--- config.mk ---
export PLATFORM = sky130hd
export DESIGN_NAME = rpt_ram
export DESIGN_NICKNAME = d
export VERILOG_FILES = /design/src/rtl/core/rpt_ram.sv
export SDC_FILE = /design/constraint.sdc
export NUM_CORES = 1
export LEC_CHECK = 0
export BUFFER_PORTS_ARGS = -buffer_cell sky130_fd_sc_hd__buf_2
export CORE_MARGIN = 8
export CORE_UTILIZATION = 54
export DETAILED_ROUTE_END_ITERATION = 8
export GPL_TIMING_DRIVEN = 0
export HOLD_SLACK_MARGIN = 0.12
export PLACE_DENSITY = 0.78
export SYNTH_ARGS = -nofsm -noshare
export SYNTH_HDL_FRONTEND = slang
export SYNTH_SLANG_ARGS = --single-unit
--- constraint.sdc ---
create_clock -name i_clk -period 1.8 [get_ports i_clk]
set_input_delay 0.27 -clock i_clk [delete_from_list [all_inputs] [get_ports i_clk]]
set_output_delay 0.27 -clock i_clk [all_outputs]
set_load 0.01 [all_outputs]
--- src/rtl/core/rpt_ram.sv ---
// Generic single-port-write, registered-read RAM.
`default_nettype none
module rpt_ram #(
    parameter int WIDTH = 8,
    parameter int DEPTH = 16,
    parameter int AW    = $clog2(DEPTH)
) (
    input  wire logic             i_clk,
    input  wire logic             i_we,
    input  wire logic [AW-1:0]    i_waddr,
    input  wire logic [WIDTH-1:0] i_wdata,
    input  wire logic             i_re,
    input  wire logic [AW-1:0]    i_raddr,
    output logic      [WIDTH-1:0] o_rdata
);

    logic [WIDTH-1:0] r_mem [DEPTH];

    always_ff @(posedge i_clk) begin
        if (i_we) begin
            r_mem[i_waddr] <= i_wdata;
        end
    end

    always_ff @(posedge i_clk) begin
        if (i_re) begin
            o_rdata <= r_mem[i_raddr];
        end
    end

endmodule
`default_nettype wire

Yosys cells after proc, flatten, opt, wreduce, memory -nomap -nowiden
Memory sizes are Yosys's and may differ from the RTL's. A register that Yosys moved wholly into a read port is not among the register bits.
Index checks and enable logic that the tools add are counted.
{ "totals": {"ram_bits": 128, "out_inout_bits": 8, "input_bits": 19, "word_cells": 3, "reg_bits": 0, "mem_count": 1} }
{ "op_classes": {"mux": 2} }
{ "mem_list": {"columns": ["name", "words", "word_bits", "read_ports", "rd_ports_with_merged_regs", "wr", "line_no", "rtl"], "rows": [
  ["r_mem", 16, 8, 1, 1, 1, "17", "logic [WIDTH-1:0] r_mem [DEPTH];"]
]} }
{ "op_table": {"columns": ["op", "n"], "rows": [
  ["$mux 1", 2]
]} }

Depth between registers and ports, before layout
{ "logic_depth": {"word_depth": 2, "depth_mapped": 5, "ltp_nobuf": 3} }

Least setup slack after synthesis
No wires, ideal clock.
{ "synth_path": {"path_kind": "input -> register", "startpoint": "in i_waddr[2]", "endpoint": "mem r_mem[0][0] (enable)", "slack_ps": 37, "setup_time_ps": 383, "path_buffers": 0, "path_stages": 2, "arrival_ps": 1380, "t_required_ps": 1417, "path_cell_list": "or3b_2 > nor3_1"} }
{ "synth_lines": {"columns": ["element", "line_no", "rtl"], "rows": [
  ["from (decl)", "10", "input wire logic [AW-1:0] i_waddr,"],
  ["to (decl)", "17", null]
]} }
No word-level cell before the write port.

==> impl_summary.log <==
[metrics] status: complete, no violations
[metrics] synthesized net count: 248
[metrics] final routed DRC violation total: 0
[metrics] Req. time, crit path: 2.05 ns
[metrics] number of fill cells in the layout: 653
[metrics] Post-Syn Area per Cell: 22.83 um2
[metrics] post-detail-place hpwl: 6119 um
[metrics] worst-case clock skew: 0.007963 ns
[metrics] total number of vias: 2,443
[metrics] GP Congestion: 0.7081
[metrics] largest net degree at the start of global routing: 17
[metrics] post-CTS setup repair buffer count: 0
[metrics] area overhead of the layout relative to synthesis: 17.45%
[metrics] post-route worst hold slack: 0.1607 ns
[metrics] cells taking the most area after synthesis: sky130_fd_sc_hd__edfxtp_1 78%, sky130_fd_sc_hd__mux4_2 7.8%, sky130_fd_sc_hd__mux4_1 7.0%
[metrics] number of warning messages in the yosys log: 0
[metrics] number of enable-type register cells in the synthesized netlist: 136
[metrics] post-synthesis sequential area ratio: 78.12%
[metrics] number of antenna violations at the first check in global routing: 0
[metrics] Num Clock Sinks: 136
[metrics] total global-route track usage: 16.18%
[metrics] register area: 4084 um2
[metrics] reg2reg setup slack: 0.20 ns
[metrics] top achievable clock speed: 624.1 MHz
[metrics] clock tree from TritonCTS: yes
[metrics] biggest area consumer among synthesized cells: sky130_fd_sc_hd__edfxtp_1
[metrics] number of failing hold endpoints at the final stage: 0
[metrics] Critical Path Source Type: register
[metrics] share of synthesized flip-flops with an asynchronous set or reset: 0%
[metrics] biggest fanout along the worst timing path: 1
[metrics] Post-Synthesis Cell Area: 5228 um2
[metrics] cell row count: 36
[metrics] Worst setup EP type: register
[metrics] most frequent cell after synthesis: sky130_fd_sc_hd__edfxtp_1
[metrics] most frequent cells after synthesis: 136 x sky130_fd_sc_hd__edfxtp_1, 18 x sky130_fd_sc_hd__mux4_2, 16 x sky130_fd_sc_hd__a22oi_1
[metrics] data arrival time at the worst-slack endpoint: 1.85 ns
[metrics] final worst-path setup slack: 0.1976 ns
[metrics] total chip power: 7.394 mW
[metrics] transition time at the pin with the least slew margin: 1.215 ns
[metrics] Antenna diodes: 0
[metrics] final design instance area without fill: 6140 um2
[metrics] die area: 13,090 um2
[metrics] number of nets with antenna violations after detailed routing: 0
[metrics] fin crit share: 89.02%
[metrics] vias in the first global route: 2,508
[metrics] violation count after the first detailed-route iteration: 204
[metrics] number of flip-flops and latches in the synthesized netlist: 136
[metrics] count of pins on the block boundary: 27
[metrics] setup repair after global routing missed its margin: false
[metrics] total CTS buffers: 17
[metrics] clock latency on the worst-skew pair: 0.51 ns
[metrics] fraction of synthesized cell area taken by the top area cell type: 78.12%
[metrics] Die Y: 114.4 um
[metrics] final max-slew violation count: 0
[metrics] routed wire length per instance: 23.44 um
[metrics] Multi-input gate area: 1067 um2
[metrics] leakage component of the power: 2.056 nW
[metrics] core region area: 9594 um2
[metrics] worst setup timing slack at the placement stage: -0.4732 ns
[metrics] DR vias/cell: 5.817
[metrics] cell count after synthesis: 229
[metrics] WS Path Type: reg -> reg
[metrics] initial cell density of the core: 54.49%
[metrics] count of cell types in the netlist: 18
[metrics] buffer depth of the longest clock path: 2
[metrics] Power Density: 1204 nW/um2
[metrics] type of the tightest min-delay check: in -> reg
[metrics] wire length of the first global-routing pass: 14,740 um
[metrics] Max-cap violations: 0
[metrics] overall die width: 114.4 um
[metrics] share of cells above drive strength 1: 29.97%
[metrics] IR drop worst, VDD: 0.0006569 V
[metrics] post-layout min period: 1.602 ns
[metrics] count of input and output buffers: 25
[metrics] Placed Instance Area: 5519 um2
[metrics] number of detailed-route iterations in the first pass: 5
[metrics] Primary FF master, synth: sky130_fd_sc_hd__edfxtp_1
[metrics] total routed wirelength: 9843 um
[metrics] Nets: 293
[metrics] normalized max-slew margin: 18.38%
[metrics] CTS H-tree depth: 4
[metrics] Final setup viols: 0
[metrics] clock-pin slew on the worst setup and hold paths: 0.06 ns
[metrics] residual overflow from global routing: 0
[metrics] cell at the root of the clock tree: sky130_fd_sc_hd__clkbuf_8
## layout by cell type (no fill, tap or decap), drive strengths merged
master and n:
edfxtp 136, nand3b 2, clkbuf 19, mux4 32, bufinv 4, nor2b 1, clkdlybuf4s25 3, buf 32
nand3 1, clkinv 8, and2 1, clkinvlp 1, nor2 13, and2b 1, nand2b 2, or3b 1
nor3 4, nand2 9, a22oi 16, dlygate4sd3 1
## what timing repair did
item                                   CTS  global route
endpoints found under the hold margin    8             0
setup endpoints to repair                0             8
hold buffers                             1             0
gates resized for setup                  0             1
## logic make-up (layout without fill, tap and decap cells)
family / count (synthesis) / after routing / share of synthesized area, %
multiplexers: 32 / 32 / 14.79
AND/OR/NAND/NOR: 35 / 35 / 3.136
AO/OA/AOI/OAI: 16 / 16 / 2.298
buffers and inverters: 10 / 68 / 1.651
flip-flops: 136 / 136 / 78.12
## registers in the layout, summed over array words and instances, names as in the netlist
signal	count
o_rdata	8
r_mem	128
## through the flow
step                      instances  TNS [ns]  utilization (%)
after floorplan                 229         0                -
after global placement          387    -9.968            57.52
after detailed placement        387    -12.49            57.52
after CTS                       420         0            63.89
after global routing            420         0            63.99
final                           420         0            63.99
## final timing paths
path	start	endpoint	depth (start not counted)
setup / recovery	r_mem[0][0]	o_rdata[0]	3
hold reg to reg	r_mem[8][5]	o_rdata[5]	3
setup reg to reg	r_mem[0][0]	o_rdata[0]	3
hold / removal	i_wdata[6]	r_mem[13][6]	1
## layer usage
layer  up-vias  GRT usage (%)  share of wire [%]
met5         -              0                  0
met4         0          7.187                1.3
met3        16          4.325                6.4
met2       116          24.81                 49
met1      1235          21.31                 43
li1       1076              -                  -
## layout make-up
cell class | count | area share [%]
Buffer | 10 | 1.406
Clock buffer | 19 | 6.868
Clock inverter | 13 | 2.914
Multi-Input combinational cell | 83 | 17.38
Sequential cell | 136 | 66.52
Tap cell | 133 | 2.710
Timing Repair Buffer | 26 | 2.201
## worst max-delay path, stage by stage (launching register included)
cell                       delay, ns
sky130_fd_sc_hd__edfxtp_1       0.37
sky130_fd_sc_hd__mux4_1         0.51
sky130_fd_sc_hd__a22oi_1        0.34
sky130_fd_sc_hd__nand2_1        0.12
## report_power, final
group          leakage (nW)  total (mW)  switching [mW]  internal (mW)
sequential             1.24        3.59          0.0157           3.57
combinational         0.524       0.339           0.200          0.139
clock                 0.295        3.47            1.23           2.24
(Power assumes the default switching activity.)
