<file path="src/rtl/core/rpt_pkg.sv">
// Package: types, constants and state codes of the rendezvous pair table.
`default_nettype none
package rpt_pkg;

    localparam int ROOM_SLOTS = 128;
    localparam int SLOT_W     = $clog2(ROOM_SLOTS);
    localparam int CNT_W      = SLOT_W + 1;
    localparam int EP_W       = 48;
    localparam int TS_W       = 32;
    localparam int KEY_W      = 64;
    localparam int SIDE_W     = EP_W + TS_W;

    localparam logic [15:0] TIMEOUT_RESET = 16'd30;

    localparam logic [1:0] ROLE_HOST   = 2'd0;
    localparam logic [1:0] ROLE_CLIENT = 2'd1;

    localparam logic KIND_WAIT = 1'b0;
    localparam logic KIND_PEER = 1'b1;

    typedef struct packed {
        logic [1:0]  role;
        logic [63:0] room_key;
        logic [31:0] src_ip;
        logic [15:0] src_port;
        logic [31:0] now_seconds;
    } t_in_item;

    typedef struct packed {
        logic        kind;
        logic [31:0] dest_ip;
        logic [15:0] dest_port;
        logic [31:0] peer_ip;
        logic [15:0] peer_port;
        logic [63:0] echo_key;
        logic        last;
    } t_out_item;

    typedef struct packed {
        logic used;
        logic host;
        logic client;
    } t_slot_flags;

    typedef struct packed {
        logic used_keep;
        logic host_keep;
        logic client_keep;
        logic key_hit;
    } t_slot_res;

    typedef enum logic [2:0] {
        ST_IDLE,
        ST_SCAN,
        ST_UPDATE,
        ST_RDEP,
        ST_PEER_H,
        ST_PEER_C,
        ST_WAIT_R
    } t_state;

endpackage
`default_nettype wire

</file>
<file path="src/rtl/core/rpt_age_unit.sv">
// Shared per-slot unit: timeout aging of both marks and room key match.
`default_nettype none
module rpt_age_unit (
    input  wire logic [31:0]       i_now,
    input  wire logic [15:0]       i_timeout,
    input  wire logic [63:0]       i_key,
    input  wire rpt_pkg::t_slot_flags i_flags,
    input  wire logic [63:0]       i_slot_key,
    input  wire logic [31:0]       i_host_ts,
    input  wire logic [31:0]       i_client_ts,
    output rpt_pkg::t_slot_res     o_res
);

    logic [31:0] host_age;
    logic [31:0] client_age;
    logic        host_keep;
    logic        client_keep;

    always_comb begin
        host_age    = i_now - i_host_ts;
        client_age  = i_now - i_client_ts;
        host_keep   = i_flags.used && i_flags.host && !(host_age > {16'd0, i_timeout});
        client_keep = i_flags.used && i_flags.client && !(client_age > {16'd0, i_timeout});
        o_res.host_keep   = host_keep;
        o_res.client_keep = client_keep;
        o_res.used_keep   = host_keep || client_keep;
        o_res.key_hit     = (host_keep || client_keep) && (i_slot_key == i_key);
    end

endmodule
`default_nettype wire

</file>
<file path="config.mk">
export PLATFORM = sky130hd
export DESIGN_NAME = rpt_age_unit
export DESIGN_NICKNAME = d
export VERILOG_FILES = /design/src/rtl/core/rpt_pkg.sv /design/src/rtl/core/rpt_age_unit.sv
export SDC_FILE = /design/constraint.sdc
export NUM_CORES = 1
export LEC_CHECK = 0
export ABC_AREA = 0
export BUFFER_PORTS_ARGS = -buffer_cell sky130_fd_sc_hd__buf_2
export CELL_PAD_IN_SITES_DETAIL_PLACEMENT = 1
export CELL_PAD_IN_SITES_GLOBAL_PLACEMENT = 1
export CORE_MARGIN = 1
export CORE_UTILIZATION = 34
export DETAILED_ROUTE_END_ITERATION = 10
export GPL_TIMING_DRIVEN = 0
export PLACE_DENSITY = 0.85
export SYNTH_ARGS = -nofsm -noshare
export SYNTH_HDL_FRONTEND = slang
export SYNTH_SLANG_ARGS = --single-unit
export TNS_END_PERCENT = 1
</file>
<file path="constraint.sdc">
create_clock -name vclk -period 7.3
set_input_delay 1.46 -clock vclk [all_inputs]
set_output_delay 1.46 -clock vclk [all_outputs]
set_load 0.01 [all_outputs]
</file>
### Word-level counts from Yosys, hierarchy flattened

Index checks and enable logic that the tools add are counted.

| operators by class | value |
|---|---|
| add/subtract/negate cells | 2 |
| $mul | 0 |
| divide/modulo/power cells | 0 |
| order comparisons | 2 |
| equality and inequality tests | 1 |
| shift operators | 0 |
| muxes and demuxes | 0 |
| bitwise logic cells | 0 |
| reductions and logical operators | 8 |

Operators with widths:

| operator | count |
|---|---|
| 64-bit == test | 1 |
| 32-bit by 16-bit > comparator with 1-bit output | 2 |
| 32-bit subtractor | 2 |
| 1-bit logical AND | 5 |
| 1-bit logical NOT | 2 |
| 1-bit logical OR | 1 |

| storage, ports and cells | value |
|---|---|
| bits in registers | 0 |
| bits in latches | 0 |
| RAM bits | 0 |
| bits in read-only memories | 0 |
| output and inout bits | 4 |
| memories kept | 0 |

### Longest topological paths before layout

| logic depth | value |
|---|---|
| depth in word-level cells | 6 |
| gate-level depth with buffers | 22 |
| depth with buffers taken out | 22 |

### Least setup slack after synthesis

No wires, ideal clock.

| timing | value |
|---|---|
| path type | input -> output |
| from | input i_now[0] |
| to | output o_res[0] (netlist name) |
| arrival time | 5.326 ns |
| path slack | 0.514 ns |
| stages | 19 |
| path buffers | 0 |
| cells stage by stage | inv_1 ha_1 fa_1 nand2b_1 a21oi_1 a211oi_1 o21a_1 o31a_1 xnor2_1 ha_1 nand4_1 or4_1 nor3_1 o221ai_2 nor4_2 nand4_1 nor4b_2 and4_1 o21a_1 |

RTL lines:

| what | line | source |
|---|---|---|
| start, declared | rpt_age_unit.sv:4 | `input wire logic [31:0] i_now,` |
| end, declared | rpt_age_unit.sv:11 | `output rpt_pkg::t_slot_res o_res` |

==> results.md <==
* Slew Limit Headroom at 0.605
* Finish-stage setup viols at 0
* Placer's final routability congestion estimate at 0.934
* Layout Nets at about 1.4k
* Top Ports at 247
* Chip width at about 130 um
* Lkg Pwr at 3.63 nW
* First-pass GRT wire length at 33700 um
* FF+latch count at 0
* Tot GR Track Use at 0.259
* Worst hold path type: in -> out
* Critical-path maximum fanout at 3
* Crit path DAT at 5810 ps
* Layout cells sized above 1 at 0.314
* Syn Nets at about 1.1k
* Cell area after layout at between 7000 and 8000 um2
* Status: finished, final reports clean
* Area after DPL at 6820 um2
* Clock buf count at 0
* First-pass DRT Iterations at 5
* Initial Utilization at 0.349
* Seq. cell area at 0 um2
* Unique masters post-synth at 66
* DIE AREA at between 15000 and 20000 um2
* Synthesized area per cell at just under 7 um2
* Multi-input gate area at around 5000 um2
* Highest Clock Rate at approximately 140 MHz
* Synthesis-to-layout area growth at 34.5%
* Initial DRC count at 217
* Worst path required time at between 5000 and 6000 ps
* Post-Route WL at 22100 um
* Initial antenna violation count at 4
* Number of vias per cell at between 5 and 6
* Cell Pwr Density at approximately 85 nW/um2
* Avg WL per Cell at 17.7 um
* # port buffers at approximately 250
* Setup crit start: i_now[0]
* Core ar. at between 15000 and 20000 um2
* Post-route ant nets at 0
* Type of the worst setup path: in -> out
* Synth Instances at slightly below 800
* Post-DP HPWL at between 15000 and 20000 um
* Number of fillers in the final layout at about 2k
* CP startpoint kind: input pin
* Setup_tns at 0 ps
* RSZ-0062 raised after global routing: yes
* Post-layout min period at ~7300 ps
* Critical Path Sink Type: primary output
* Synth Warn # at 0
* # DRC at 0
* Maximum VDD drop at 0.0000379 V
* MaxCap Viol Count at 0
* Vias in the first global route at between 6k and 7k
* Rows at between 40 and 50
* Seq/Total Area, Yosys at 0
* Power Total at between 0.6 and 0.7 mW
* CTS Hold Bufs at 0
* Final Cycle Share at 0.996
* Worst-Margin Slew at between 500 and 600 ps
* Die Span Y at 127 um
* Maximum number of pins on one net before global-route repair at 11
* Pins Over Slew Limit at 0
* Worst Hold Launch: i_key[56]
* Final Hold Viols at 0
* Total gr overflow at 0
* Via count at between 6k and 7k
* Mapped cell area at approximately 5300 um2
final cells by class:
class	instances	area share
antenna	4	0.00140
buffer	24	0.0196
inverter	93	0.0495
multi-input combinational	653	0.702
tap	211	0.0369
timing repair buffer	260	0.191
path summary, 6_finish.rpt:
| kind | endpoint | cells past startpoint | slack (ps) |
|---|---|---|---|
| min | o_res[0] | 7 | 3560 |
| max | o_res[0] | 21 | 30 |
cells by family after synthesis:
group | share of synthesized area
buffers and inverters | 0.0934
adder cells (fa/ha/maj) | 0.229
XOR/XNOR | 0.181
AO/OA/AOI/OAI | 0.269
multiplexers | 0.00964
AND/OR/NAND/NOR | 0.218
cell usage in the layout (no fill, tap or decap), types with 6 or more instances in the layout:
cell type / synthesis / final
a21oi_2: 4 / 7
clkbuf_1: 14 / 12
nand3_1: 18 / 16
nor2b_1: 11 / 9
buf_2: 4 / 246
nor4_1: 21 / 21
o21a_1: 13 / 13
and4_1: 8 / 7
a211oi_1: 10 / 9
nand2b_1: 9 / 8
a21o_1: 7 / 7
a21oi_1: 72 / 67
buf_4: 4 / 18
nor2_1: 42 / 42
o31ai_1: 6 / 6
ha_1: 94 / 92
a31oi_1: 10 / 9
nand2_1: 70 / 70
xor2_1: 82 / 82
inv_1: 93 / 92
o21ai_1: 9 / 9
nand4_1: 21 / 21
nor3_1: 12 / 9
o211ai_1: 13 / 13
xnor2_1: 28 / 28
buf_6: 4 / 7
o21ai_0: 25 / 24
routing by layer:
metal  vias to the layer above  share of wire  global-route usage
li1                       3291              -                   -
met5                         -              0                   0
met1                      3183           0.40               0.288
met2                       217           0.53               0.531
met4                         0          0.023              0.0532
met3                        28          0.047              0.0172
power by group:
part / switching (mW) / leakage (nW) / internal [mW]
sequential: 0 / 0 / 0
clock: 0 / 0.0000254 / 0.0000000734
combinational: 0.340 / 3.63 / 0.266
what timing repair did:
action	CTS	global route
setup buffers	5	8
setup endpoints to repair	4	4
pin swaps	20	23
resized for setup	33	18
endpoints found under the hold margin	0	0
stage by stage:
| stage | hold slack (ps) | setup WS, ps | util | std cells |
|---|---|---|---|---|
| final | 3560 | 32.4 | 0.469 | 1245 |
| after global routing | 3630 | -239 | 0.469 | 1244 |
| after CTS | 3570 | -59.1 | 0.459 | 1235 |
| after detailed placement | 3560 | -684 | 0.447 | 1230 |
| after global placement | 3560 | -701 | 0.447 | 1230 |
| after floorplan | 3290 | 514 | - | 772 |
worst max-delay path, stage by stage:
cell and delay [ps]:
buf_8 80, inv_6 30, ha_4 150, fa_2 360, nand2b_4 160, a21oi_4 170
a211oi_4 60, o21a_1 220, o31a_1 340, xnor2_1 150, ha_1 280, nand4_1 150
or4_4 620, nor3_4 210, o221ai_2 130, nor4_2 220, nand4_1 150, nor4b_2 320
and4_1 290, o21a_1 130, buf_2 120
Yosys cell counts, types with 3 or more instances:
library cell / count / share of area
o21a_1: 13 / 0.018
buf_2: 4 / 0.0038
o221ai_1: 4 / 0.0066
o211ai_1: 13 / 0.018
mux2i_1: 4 / 0.0075
o21ai_0: 25 / 0.024
and4_1: 8 / 0.013
a21boi_0: 3 / 0.0042
a21boi_1: 3 / 0.0042
buf_4: 4 / 0.0056
nand3_1: 18 / 0.017
nor2_1: 42 / 0.030
a211oi_1: 10 / 0.014
clkbuf_1: 14 / 0.0099
o2111ai_1: 5 / 0.0082
nor3_1: 12 / 0.011
xnor2_1: 28 / 0.046
xor2_1: 82 / 0.13
nand2_1: 70 / 0.049
nor4_1: 21 / 0.025
nor2b_1: 11 / 0.013
ha_1: 94 / 0.22
buf_6: 4 / 0.0085
a21o_1: 7 / 0.0099
a31oi_1: 10 / 0.012
a21oi_2: 4 / 0.0066
nand2b_1: 9 / 0.011
o31ai_1: 6 / 0.0085
a21oi_1: 72 / 0.068
and3_1: 3 / 0.0035
nand4_1: 21 / 0.025
o21ai_1: 9 / 0.0085
inv_1: 93 / 0.066
o21bai_1: 3 / 0.0042
a311oi_1: 3 / 0.0049
Power figures use the tool's default switching activity.
